===== src/rtl/core/gsoc_pkg.sv =====
// Shared constants, register map and control types of the gyro still-offset calibrator.
package gsoc_pkg;

  localparam int SAMPLE_BITS_DEF = 16;
  localparam int OFFSET_BITS     = 16;
  localparam int CNT_W           = 12;
  localparam int TOL_W           = 16;
  localparam int STATUS_W        = 2;
  localparam int SUM_EXTRA       = 13;
  localparam int AXES            = 3;
  localparam int ADDR_W          = 3;
  localparam int DATA_W          = 32;

  localparam logic [TOL_W-1:0] TOL_RESET   = TOL_W'(64);
  localparam logic [CNT_W-1:0] COUNT_RESET = CNT_W'(4000);

  // Register index, taken from the word-address bit of paddr.
  localparam logic REG_TOL   = 1'b0;
  localparam logic REG_COUNT = 1'b1;

  // Result status codes.
  localparam logic [STATUS_W-1:0] ST_PRIMED = 2'd0;
  localparam logic [STATUS_W-1:0] ST_ACCUM  = 2'd1;
  localparam logic [STATUS_W-1:0] ST_MOTION = 2'd2;
  localparam logic [STATUS_W-1:0] ST_DONE   = 2'd3;

  typedef struct packed {
    logic capture;    // latch the accepted sample
    logic commit;     // apply the evaluated sample to the run state
    logic load_eval;  // load the result word from the evaluation
    logic div_step;   // advance the dividers by one quotient bit
    logic load_div;   // load the result word from the quotients
  } gsoc_cmd_t;

  typedef struct packed {
    logic run_done;   // the held sample completes a run
  } gsoc_stat_t;

endpackage


===== src/rtl/core/gsoc_regs.sv =====
// APB register block: motion tolerance and sample count.
module gsoc_regs (
  input  logic                         clk,
  input  logic                         rst,
  input  logic                         psel,
  input  logic                         penable,
  input  logic                         pwrite,
  input  logic [gsoc_pkg::ADDR_W-1:0]  paddr,
  input  logic [gsoc_pkg::DATA_W-1:0]  pwdata,
  output logic [gsoc_pkg::DATA_W-1:0]  prdata,
  output logic                         pready,
  output logic [gsoc_pkg::TOL_W-1:0]   motion_tolerance,
  output logic [gsoc_pkg::CNT_W-1:0]   sample_count
);
  import gsoc_pkg::*;

  logic wr;

  assign pready = 1'b1;
  assign wr     = psel && penable && pwrite;

  always_ff @(posedge clk) begin
    if (rst) begin
      motion_tolerance <= TOL_RESET;
      sample_count     <= COUNT_RESET;
    end else if (wr) begin
      case (paddr[2])
        REG_TOL:   motion_tolerance <= pwdata[TOL_W-1:0];
        REG_COUNT: sample_count     <= pwdata[CNT_W-1:0];
        default:   ;
      endcase
    end
  end

  always_comb begin
    case (paddr[2])
      REG_TOL:   prdata = DATA_W'(motion_tolerance);
      REG_COUNT: prdata = DATA_W'(sample_count);
      default:   prdata = '0;
    endcase
  end

endmodule


===== src/rtl/core/gsoc_ctrl.sv =====
// Controller: sequences capture, evaluation, division and the output register.
module gsoc_ctrl #(
  parameter int SUM_BITS = gsoc_pkg::SAMPLE_BITS_DEF + gsoc_pkg::SUM_EXTRA
) (
  input  logic                   clk,
  input  logic                   rst,
  input  logic                   s_tvalid,
  output logic                   s_tready,
  output logic                   m_tvalid,
  input  logic                   m_tready,
  input  gsoc_pkg::gsoc_stat_t   stat,
  output gsoc_pkg::gsoc_cmd_t    cmd
);
  import gsoc_pkg::*;

  localparam int DIV_CNT_W = (SUM_BITS > 1) ? $clog2(SUM_BITS) : 1;
  localparam logic [DIV_CNT_W-1:0] DIV_LAST = DIV_CNT_W'(SUM_BITS - 1);

  typedef enum logic [1:0] {
    IDLE,
    EVAL,
    DIV,
    FIN
  } state_t;

  state_t               state;
  logic [DIV_CNT_W-1:0] div_cnt;
  logic                 out_free;

  assign out_free = !m_tvalid || m_tready;
  assign s_tready = (state == IDLE);

  always_comb begin
    cmd = '0;
    case (state)
      IDLE: cmd.capture = s_tvalid;
      EVAL: begin
        if (stat.run_done) begin
          cmd.commit = 1'b1;
        end else if (out_free) begin
          cmd.commit    = 1'b1;
          cmd.load_eval = 1'b1;
        end
      end
      DIV: cmd.div_step = 1'b1;
      FIN: cmd.load_div = out_free;
      default: cmd = '0;
    endcase
  end

  always_ff @(posedge clk) begin
    if (rst) begin
      state    <= IDLE;
      div_cnt  <= '0;
      m_tvalid <= 1'b0;
    end else begin
      if (cmd.load_eval || cmd.load_div) begin
        m_tvalid <= 1'b1;
      end else if (m_tready) begin
        m_tvalid <= 1'b0;
      end
      case (state)
        IDLE: begin
          if (s_tvalid) begin
            state <= EVAL;
          end
        end
        EVAL: begin
          if (stat.run_done) begin
            div_cnt <= '0;
            state   <= DIV;
          end else if (out_free) begin
            state <= IDLE;
          end
        end
        DIV: begin
          div_cnt <= div_cnt + 1'b1;
          if (div_cnt == DIV_LAST) begin
            state <= FIN;
          end
        end
        FIN: begin
          if (out_free) begin
            state <= IDLE;
          end
        end
        default: state <= IDLE;
      endcase
    end
  end

endmodule


===== src/rtl/core/gsoc_dp.sv =====
// Datapath: sample hold, motion test, running sums, restoring dividers and result word.
module gsoc_dp #(
  parameter int SAMPLE_BITS = gsoc_pkg::SAMPLE_BITS_DEF
) (
  input  logic                                  clk,
  input  logic                                  rst,
  input  logic [3*SAMPLE_BITS-1:0]              sample_in,
  input  logic [gsoc_pkg::TOL_W-1:0]            motion_tolerance,
  input  logic [gsoc_pkg::CNT_W-1:0]            sample_count,
  input  gsoc_pkg::gsoc_cmd_t                   cmd,
  output gsoc_pkg::gsoc_stat_t                  stat,
  output logic [gsoc_pkg::STATUS_W-1:0]         status,
  output logic [3*gsoc_pkg::OFFSET_BITS-1:0]    offsets
);
  import gsoc_pkg::*;

  localparam int SUM_BITS = SAMPLE_BITS + SUM_EXTRA;
  localparam int DIFF_W   = SAMPLE_BITS + 1;
  localparam int CMP_W    = (DIFF_W > TOL_W) ? DIFF_W : TOL_W;

  logic signed [SAMPLE_BITS-1:0] samp [AXES];
  logic signed [SAMPLE_BITS-1:0] prev [AXES];
  logic signed [SUM_BITS-1:0]    sum  [AXES];
  logic        [CNT_W-1:0]       remaining;
  logic        [CNT_W-1:0]       run_length;
  logic                          need_prime;

  logic signed [DIFF_W-1:0]      diff    [AXES];
  logic        [DIFF_W-1:0]      mag     [AXES];
  logic signed [SUM_BITS-1:0]    sum_add [AXES];
  logic        [SUM_BITS-1:0]    sum_mag [AXES];
  logic        [AXES-1:0]        axis_moved;
  logic                          moved;
  logic        [CNT_W-1:0]       cnt_n;
  logic        [CNT_W-1:0]       rem_dec;
  logic                          run_done;
  logic        [STATUS_W-1:0]    eval_status;

  // Dividers, one lane per axis: quotient shifts in where the numerator shifts out.
  logic        [SUM_BITS-1:0]    quo     [AXES];
  logic        [CNT_W-1:0]       rem     [AXES];
  logic                          neg     [AXES];
  logic        [CNT_W:0]         trial   [AXES];
  logic                          ge      [AXES];
  logic        [SUM_BITS-1:0]    q_sgn   [AXES];

  always_comb begin
    for (int i = 0; i < AXES; i++) begin
      diff[i]       = DIFF_W'(samp[i]) - DIFF_W'(prev[i]);
      mag[i]        = diff[i][DIFF_W-1] ? DIFF_W'(-diff[i]) : DIFF_W'(diff[i]);
      axis_moved[i] = CMP_W'(mag[i]) > CMP_W'(motion_tolerance);
      sum_add[i]    = sum[i] + SUM_BITS'(samp[i]);
      sum_mag[i]    = sum_add[i][SUM_BITS-1] ? SUM_BITS'(-sum_add[i]) : SUM_BITS'(sum_add[i]);
      trial[i]      = {rem[i], quo[i][SUM_BITS-1]};
      ge[i]         = trial[i] >= {1'b0, run_length};
      q_sgn[i]      = neg[i] ? SUM_BITS'(-quo[i]) : quo[i];
    end
    moved    = |axis_moved;
    cnt_n    = (sample_count == '0) ? CNT_W'(1) : sample_count;
    rem_dec  = (remaining != '0) ? remaining - 1'b1 : '0;
    run_done = !need_prime && !moved && (rem_dec == '0);
    if (need_prime) begin
      eval_status = ST_PRIMED;
    end else if (moved) begin
      eval_status = ST_MOTION;
    end else if (run_done) begin
      eval_status = ST_DONE;
    end else begin
      eval_status = ST_ACCUM;
    end
  end

  assign stat.run_done = run_done;

  always_ff @(posedge clk) begin
    if (cmd.capture) begin
      for (int i = 0; i < AXES; i++) begin
        samp[i] <= sample_in[i*SAMPLE_BITS +: SAMPLE_BITS];
      end
    end
  end

  // Run state.
  always_ff @(posedge clk) begin
    if (rst) begin
      for (int i = 0; i < AXES; i++) begin
        prev[i] <= '0;
        sum[i]  <= '0;
      end
      remaining  <= '0;
      run_length <= '0;
      need_prime <= 1'b1;
    end else if (cmd.commit) begin
      if (need_prime) begin
        for (int i = 0; i < AXES; i++) begin
          prev[i] <= samp[i];
          sum[i]  <= '0;
        end
        run_length <= cnt_n;
        remaining  <= cnt_n;
        need_prime <= 1'b0;
      end else if (moved) begin
        need_prime <= 1'b1;
      end else begin
        for (int i = 0; i < AXES; i++) begin
          prev[i] <= samp[i];
          sum[i]  <= sum_add[i];
        end
        remaining <= rem_dec;
        if (run_done) begin
          need_prime <= 1'b1;
        end
      end
    end
  end

  // Restoring division of the sum magnitudes by the latched run length.
  always_ff @(posedge clk) begin
    for (int i = 0; i < AXES; i++) begin
      if (cmd.commit && run_done) begin
        quo[i] <= sum_mag[i];
        rem[i] <= '0;
        neg[i] <= sum_add[i][SUM_BITS-1];
      end else if (cmd.div_step) begin
        quo[i] <= {quo[i][SUM_BITS-2:0], ge[i]};
        rem[i] <= ge[i] ? CNT_W'(trial[i] - {1'b0, run_length}) : trial[i][CNT_W-1:0];
      end
    end
  end

  // Result word payload.
  always_ff @(posedge clk) begin
    if (cmd.load_eval) begin
      status  <= eval_status;
      offsets <= '0;
    end else if (cmd.load_div) begin
      status <= ST_DONE;
      for (int i = 0; i < AXES; i++) begin
        offsets[i*OFFSET_BITS +: OFFSET_BITS] <= q_sgn[i][OFFSET_BITS-1:0];
      end
    end
  end

endmodule


===== src/rtl/core/gyro_still_offset_calibrator_core.sv =====
// Top level of the gyro still-offset calibrator: stream ports, APB registers, control and datapath.
//
// Estimates the zero-rate offset of a three-axis gyro. Each input word is one
// sample (x, y, z, two's complement, SAMPLE_BITS each) and gives exactly one
// result word. The first sample of a run primes the previous-sample registers
// and clears the sums (status 0). Each later sample is compared with the
// previous one: if any axis changed by more than motion_tolerance the run is
// dropped (status 2) and the next sample primes again; otherwise the sample is
// summed (status 1). When sample_count still samples have been summed (a count
// of zero acts as one; the count is latched at prime) every sum is divided by
// the count, truncated toward zero, and the offsets go out with status 3;
// offsets read zero for every other status. Sequence: a sample is captured
// into the sample hold register, then evaluated into the result register,
// and no new word is accepted until that is done. A run-completing sample
// also runs the three restoring dividers, one quotient bit per cycle over
// SAMPLE_BITS+13 bits, before its word is loaded. The output register holds
// a finished word while the next sample is taken in.
// Registers (APB, 32-bit data): 0x0 motion_tolerance[15:0] (reset 64),
// 0x4 sample_count[11:0] (reset 4000). Write registers only while idle.
module gyro_still_offset_calibrator_core #(
  parameter int SAMPLE_BITS = gsoc_pkg::SAMPLE_BITS_DEF
) (
  input  logic                                      clk,
  input  logic                                      rst,
  // rate_x, rate_y, rate_z from bit 0 up, zero-padded to bytes
  input  logic [((3*SAMPLE_BITS+7)/8)*8-1:0]        s_tdata,
  input  logic                                      s_tvalid,
  output logic                                      s_tready,
  // offset_x, offset_y, offset_z from bit 0 up
  output logic [3*gsoc_pkg::OFFSET_BITS-1:0]        m_tdata,
  // status
  output logic [gsoc_pkg::STATUS_W-1:0]             m_tuser,
  output logic                                      m_tvalid,
  input  logic                                      m_tready,
  input  logic                                      psel,
  input  logic                                      penable,
  input  logic                                      pwrite,
  input  logic [gsoc_pkg::ADDR_W-1:0]               paddr,
  input  logic [gsoc_pkg::DATA_W-1:0]               pwdata,
  output logic [gsoc_pkg::DATA_W-1:0]               prdata,
  output logic                                      pready
);
  import gsoc_pkg::*;

  localparam int SUM_BITS = SAMPLE_BITS + SUM_EXTRA;

  logic [TOL_W-1:0] motion_tolerance;
  logic [CNT_W-1:0] sample_count;
  gsoc_cmd_t        cmd;
  gsoc_stat_t       stat;

  // Configuration registers.
  gsoc_regs u_regs (
    .clk              (clk),
    .rst              (rst),
    .psel             (psel),
    .penable          (penable),
    .pwrite           (pwrite),
    .paddr            (paddr),
    .pwdata           (pwdata),
    .prdata           (prdata),
    .pready           (pready),
    .motion_tolerance (motion_tolerance),
    .sample_count     (sample_count)
  );

  // Sequencer: owns the handshakes and the divider cycle count.
  gsoc_ctrl #(
    .SUM_BITS (SUM_BITS)
  ) u_ctrl (
    .clk      (clk),
    .rst      (rst),
    .s_tvalid (s_tvalid),
    .s_tready (s_tready),
    .m_tvalid (m_tvalid),
    .m_tready (m_tready),
    .stat     (stat),
    .cmd      (cmd)
  );

  // Sample path, run state, dividers and the result payload register.
  gsoc_dp #(
    .SAMPLE_BITS (SAMPLE_BITS)
  ) u_dp (
    .clk              (clk),
    .rst              (rst),
    .sample_in        (s_tdata[3*SAMPLE_BITS-1:0]),
    .motion_tolerance (motion_tolerance),
    .sample_count     (sample_count),
    .cmd              (cmd),
    .stat             (stat),
    .status           (m_tuser),
    .offsets          (m_tdata)
  );

endmodule


===== config.mk =====
export PLATFORM = sky130hd
export DESIGN_NAME = gyro_still_offset_calibrator_core
export DESIGN_NICKNAME = d
export VERILOG_FILES = /design/src/rtl/core/gsoc_pkg.sv /design/src/rtl/core/gsoc_regs.sv /design/src/rtl/core/gsoc_ctrl.sv /design/src/rtl/core/gsoc_dp.sv /design/src/rtl/core/gyro_still_offset_calibrator_core.sv
export SDC_FILE = /design/constraint.sdc
export NUM_CORES = 1
export LEC_CHECK = 0
export BUFFER_PORTS_ARGS = -buffer_cell sky130_fd_sc_hd__buf_4
export CORE_UTILIZATION = 40
export DETAILED_ROUTE_END_ITERATION = 6
export SLEW_MARGIN = 20
export SYNTH_ARGS = -nofsm -noshare
export SYNTH_HDL_FRONTEND = slang
export SYNTH_SLANG_ARGS = --single-unit

===== constraint.sdc =====
create_clock -name clk -period 17.2 [get_ports clk]
set_clock_uncertainty 0.2 [all_clocks]
set_input_delay 0.86 -clock clk [delete_from_list [all_inputs] [get_ports clk]]
set_output_delay 0.86 -clock clk [all_outputs]
set_load 0.005 [all_outputs]

== After elaboration in Yosys (flattened, before gate mapping) ==
Memories as Yosys holds them, arrays and structs flattened.
Cells that the tools add are included.
Operators by class
  add/subtract/negate cells: 20
  multiply operators: 0
  div/mod/pow operators: 0
  order comparisons: 6
  equality and inequality tests: 8
  shift-type cells: 0
  muxes and demuxes: 77
  bitwise gates (word level): 19
  reduce and logical (&&, ||, !) cells: 24
Operators by type and width (count)
  29-bit two-way mux: 12
  16-bit two-way mux: 9
  12-bit two-way mux: 10
  29-bit by 16-bit adder with 29-bit output: 3
  29-bit negation: 3
  32-bit case mux with 2 select lines: 1
  17-bit by 16-bit > comparator with 1-bit output: 3
  17-bit two-way mux: 3
  17-bit negation: 3
  16-bit by 16-bit subtractor with 17-bit output: 3
  16-bit negation: 3
  13-bit by 12-bit >= comparator with 1-bit output: 3
  12-bit subtractor: 3
  1-bit two-way mux: 28
  12-bit logical NOT: 2
  2-bit two-way mux: 11
  1-bit bitwise OR: 18
  2-bit AND reduction: 6
  12-bit nonzero test: 1
  12-bit by 1-bit subtractor with 12-bit output (second input constant): 1
  5-bit case mux with 2 select lines: 1
  2-bit case mux with 4 select lines: 1
  2-bit by 1-bit != test with 1-bit output (second input constant): 3
  2-bit nonzero test: 3
  other kinds (12): 20
Storage, ports and cells
  register bits: 111
  latch bits: 0
  bits in writable memories: 309
  bits in read-only memories: 0
  bits of input ports: 90
  logic and storage cells: 170
  memories: 6
Memory list
  u_dp.quo: depth 3, width 29, read ports 3, clocked after memory_dff 0, wr ports 3, line gsoc_dp.sv:40  | logic [SUM_BITS-1:0] quo [AXES];
  u_dp.sum: depth 3, width 29, read ports 3, clocked after memory_dff 0, wr ports 3, line gsoc_dp.sv:23  | logic signed [SUM_BITS-1:0] sum [AXES];
  u_dp.prev: depth 3, width 16, read ports 3, clocked after memory_dff 0, wr ports 3, line gsoc_dp.sv:22  | logic signed [SAMPLE_BITS-1:0] prev [AXES];
  u_dp.samp: depth 3, width 16, read ports 3, clocked after memory_dff 0, wr ports 3, line gsoc_dp.sv:21  | logic signed [SAMPLE_BITS-1:0] samp [AXES];
  u_dp.rem: depth 3, width 12, read ports 3, clocked after memory_dff 0, wr ports 3, line gsoc_dp.sv:41  | logic [CNT_W-1:0] rem [AXES];
  u_dp.neg: depth 3, width 1, read ports 3, clocked after memory_dff 0, wr ports 3, line gsoc_dp.sv:42  | logic neg [AXES];

== Depth between registers and ports, before layout ==
An unclocked memory read counts as a cell.
  word-level depth: 16
  mapped depth: 27
  depth with buffers taken out: 25

== Hierarchy ==
A second synthesis with hierarchy kept.
Second synthesis, totals
  cells, all modules: 3300
  area total of the unflattened synthesis: 30444.2 um2
Modules (own cells, without submodules)
  gsoc_dp: instances 1, cells an instance 3088, area an instance 28439.8 um2, sequential area each 10800.4 um2
  gsoc_regs: instances 1, cells an instance 155, area an instance 1511.4 um2, sequential area each 560.5 um2
  gsoc_ctrl: instances 1, cells an instance 57, area an instance 493.0 um2, sequential area each 160.2 um2

== Worst setup path before layout ==
No wires, ideal clock.
  path kind: reg-to-reg
  from: mem u_dp.samp[0][16] in the netlist's numbering
  to: mem u_dp.prev[0][0] in the netlist's numbering (enable)
  setup time: 0.518 ns
  arrival time: 7.759 ns
  data required time: 16.482 ns
  setup slack: 8.723 ns
  cell stages (with the launch flop): 26
  path buffers: 1
  period minus slack after synthesis: 8.477 ns
  cells stage by stage: edfxtp_1 > inv_1 > ha_1 > fa_1 > nor2b_1 > o31a_1 > o221a_2 > o21ai_1 > nand2_1 > o21a_1 > o21ai_0 > a31oi_1 > nor2_1 > xnor2_1 > ha_1 > a21o_1 > a21o_1 > a211oi_1 > o21ai_0 > a21o_1 > a221oi_1 > o21ai_1 > nor3_4 > o22ai_4 > buf_4 > nand2b_1
RTL lines (line)
  start: declaration: gsoc_dp.sv:21
  end: declaration: gsoc_dp.sv:22

==> reports/results.txt <==
Post-synthesis average cell area: 8.98 µm²
Via count of the first global-routing pass: 23,300
CTS Hold Buffers Added: 0
Total power: 3.48 mW
CP Max Fanout: 74
CTS tree: done
CP Data Required Time: 17,200 ps
Worst Hold End: u_dp.samp[0][3]
Tmin final: 8200 ps
Setup_tns: 0 ps
Clk sinks: 420
Peak VDD IR: 0.0702 mV
Post_cts resized: 0
Port Buf Inserts: 139
Hold Startpoint: s_tdata[3]
GRT Residual Overflow: 0
Max_cap viols: 0
Antenna diode count: 0
CP Capture Type: flip-flop
Root Driver: clkbuf_16
Pin count of the biggest net entering global routing: 75
Number of buffers created by CTS: 49
GPL Wtd Cong: 0.870
Multi-input gate area: 17,600 µm²
H-tree levels: 2
Max_slew headroom: 0.318
Die Width: 278 µm
Initial drt markers: 1,570
CTS max path bufs: 3
Setup Fix Bufs, Post-CTS: 0
CP max stage delay: 930 ps
Setup slack, reg-to-reg: 9000 ps
Clk slew on worst S/H paths: 60 ps
Tcrit/Tclk final: 0.477
Worst path bufs/invs: 3
Util after Layout: 0.454
Core area: 74,800 µm²
RSZ-0062 raised after global routing: no
Seq/Total Area, Yosys: 0.379
Worst path slowest cell: buf_4
GR peak layer: met2
Worst EP arrival: 8200 ps
Post-synth ARST share: 0
Synth unique cells: 111
Worst Tran Pin Value: 1020 ps
Die Y: 278 µm
Full die area: 77,100 µm²
DR vias/cell: 5.54
Met3 usage: 0.0273
Design area: 34,000 µm²
# IOs: 175
Post-Syn Instances: 3,385
Hold Path Depth: 1
P&R area growth vs syn: 11.8%
Max Clock Freq: 122 MHz
First drt pass iteration count: 5
Final Hold Vio Count: 0
Mapped cell area: 30,400 µm²
M2 GR Usage: 0.330
Worst min path class: primary input to flip-flop
CP cell instances: inv_1 > fa_1 > nand2b_1 > a211oi_1 > o21ai_1 > o31a_1 > nor4_1 > nand2_1 > nor2_1 > a41oi_1 > xnor2_1 > ha_1 > nand2_1 > nor4_1 > a41oi_1 > a221oi_1 > o2111a_1 > o211a_2 > o22ai_4 > buf_4 > nand2b_4 > buf_4
Dpl ws: 9080 ps
Setup ws final: 9000 ps
Drt total wl: 79.7 mm
Path depth of the worst reg2reg path: 22
Number of fill cells: 7,325
Layout net count: 3,786
Global-route wire length before repair: 126 mm
Storage element area: 11,500 µm²
Initial antenna violation count: 1
Ys Warns: 0
DRC: 0
Cell Rows: 100
Initial core utilization: 0.406
Worst-skew pair later-pin latency: 590 ps
DP Area: 32,200 µm²
Grt met1 use: 0.280
Ys flop type: edfxtp_1
Leak: 13.3 nW
CP Launch Type: flip-flop
Layout cell share with drive strength beyond 1: 0.0963
Post-synth EDFFs: 311
Total track usage: 0.202
Outcome: finished, final reports clean
Max Slew Vio Count: 0
Yosys reg bits: 420
Wirelength per Cell: 17.8 µm
Worst R2R Start: u_dp.samp[0][1]
Placed wire-length estimate: 58.0 mm
Reg2reg end: u_dp.sum[0][76]
Kind of critical path: flip-flop to flip-flop
PD cells: 102 nW/µm²
Antenna Nets Post-Route: 0
Final Setup Violations: 0
Crit-path leading delay family: compound AO/OA/AOI/OAI gates
Via count: 24,767
-- layer usage --
layer / vias up / part of all wire
met5: - / 0
met4: 0 / 0.025
met3: 105 / 0.041
met2: 479 / 0.46
met1: 11724 / 0.48
li1: 12459 / -
-- logic make-up (layout without fill, tap and decap cells) --
logic type	after synthesis	after routing	share of synthesized area
buffers and inverters	322	422	0.0446
and+or+nand+nor	1174	1174	0.190
xor gates and xnor gates	262	262	0.0760
other	2	17	0.000247
muxes	27	27	0.00910
DFF	420	420	0.379
adders and majority gates	237	237	0.0998
AOI/OAI and AO/OA	941	941	0.201
-- power breakdown --
part / internal (mW) / leakage (nW) / switching (mW) / total (mW)
clock: 0.700 / 0.870 / 0.451 / 1.15
combinational: 0.464 / 8.55 / 0.668 / 1.13
sequential: 1.17 / 3.92 / 0.0293 / 1.20
total: 2.33 / 13.3 / 1.15 / 3.48
-- worst max-delay path by stage --
stage | end | startpoint | cells past startpoint | slack [ps]
finish | u_dp.sum[0][76] | u_dp.samp[0][1] | 22 | 9000
global route | u_dp.sum[0][76] | u_dp.samp[0][0] | 24 | 8620
CTS | u_dp.sum[0][76] | u_dp.samp[0][0] | 23 | 9040
detailed placement | u_dp.sum[0][76] | u_dp.samp[0][1] | 22 | 9080
global placement | u_dp.sum[0][76] | u_dp.samp[0][1] | 22 | 9150
floorplan | u_dp.prev[0][0] | u_dp.samp[0][16] | 25 | 8720
-- flip-flops by register name (all words and copies together) (netlist names), 16 cells and up --
name                     count
u_dp.sum                    87
u_dp.rem                    36
u_dp.prev                   48
u_dp.quo                    87
u_dp.offsets                48
u_regs.motion_tolerance     16
u_dp.samp                   48
-- cell type report --
type                    count  area share
inverters                 170      0.0188
clock inverters            26     0.00928
clock buffers              66      0.0429
well taps                 969      0.0357
multi-input cells        2658       0.519
flip-flops and latches    420       0.339
repair buffers            160      0.0354
-- cells in the mapped netlist (all sizes together) (15+ instances only) --
cell type / instances / area share
and2: 93 / 0.019
nor2: 379 / 0.047
buf: 51 / 0.011
nand2b: 28 / 0.0058
o21a: 28 / 0.0069
nor4: 20 / 0.0058
nand3: 83 / 0.014
o21ai: 216 / 0.036
a31oi: 40 / 0.0082
or2: 19 / 0.0039
nor3: 49 / 0.0089
a211o: 15 / 0.0043
ha: 228 / 0.094
mux2i: 22 / 0.0072
a21o: 72 / 0.018
a211oi: 63 / 0.016
a21oi: 309 / 0.052
xnor2: 145 / 0.042
nand2: 286 / 0.035
dfxtp: 109 / 0.072
xor2: 117 / 0.034
o31ai: 27 / 0.0075
and3: 42 / 0.0088
a21boi: 15 / 0.0037
inv: 170 / 0.021
nand4: 40 / 0.0082
clkbuf: 101 / 0.012
edfxtp: 311 / 0.31
or3: 34 / 0.0070
nor2b: 37 / 0.0076
-- cell usage in the layout (no fill, tap or decap), types with 16 or more instances in the layout --
cell type / count
nor2_1: 377
edfxtp_1: 311
a21oi_1: 301
nand2_1: 285
ha_1: 228
o21ai_0: 199
inv_1: 169
buf_4: 160
xnor2_1: 144
xor2_1: 116
dfxtp_1: 109
and2_1: 91
nand3_1: 81
a21o_1: 72
a211oi_1: 61
clkbuf_16: 54
nor3_1: 45
nand4_1: 40
and3_1: 40
a31oi_1: 40
nor2b_1: 36
or3_1: 33
o21a_1: 28
nand2b_1: 26
o31ai_1: 24
mux2i_1: 22
o21ai_1: 17
or2_2: 17
conb_1: 17
nor4_1: 16
-- metrics by stage --
step,hold WS (ps),std cells
global route,209,4469
finish,241,4469
global placement,242,4377
floorplan,236,3400
detailed placement,247,4377
CTS,204,4469
Power figures use the tool's default switching activity.
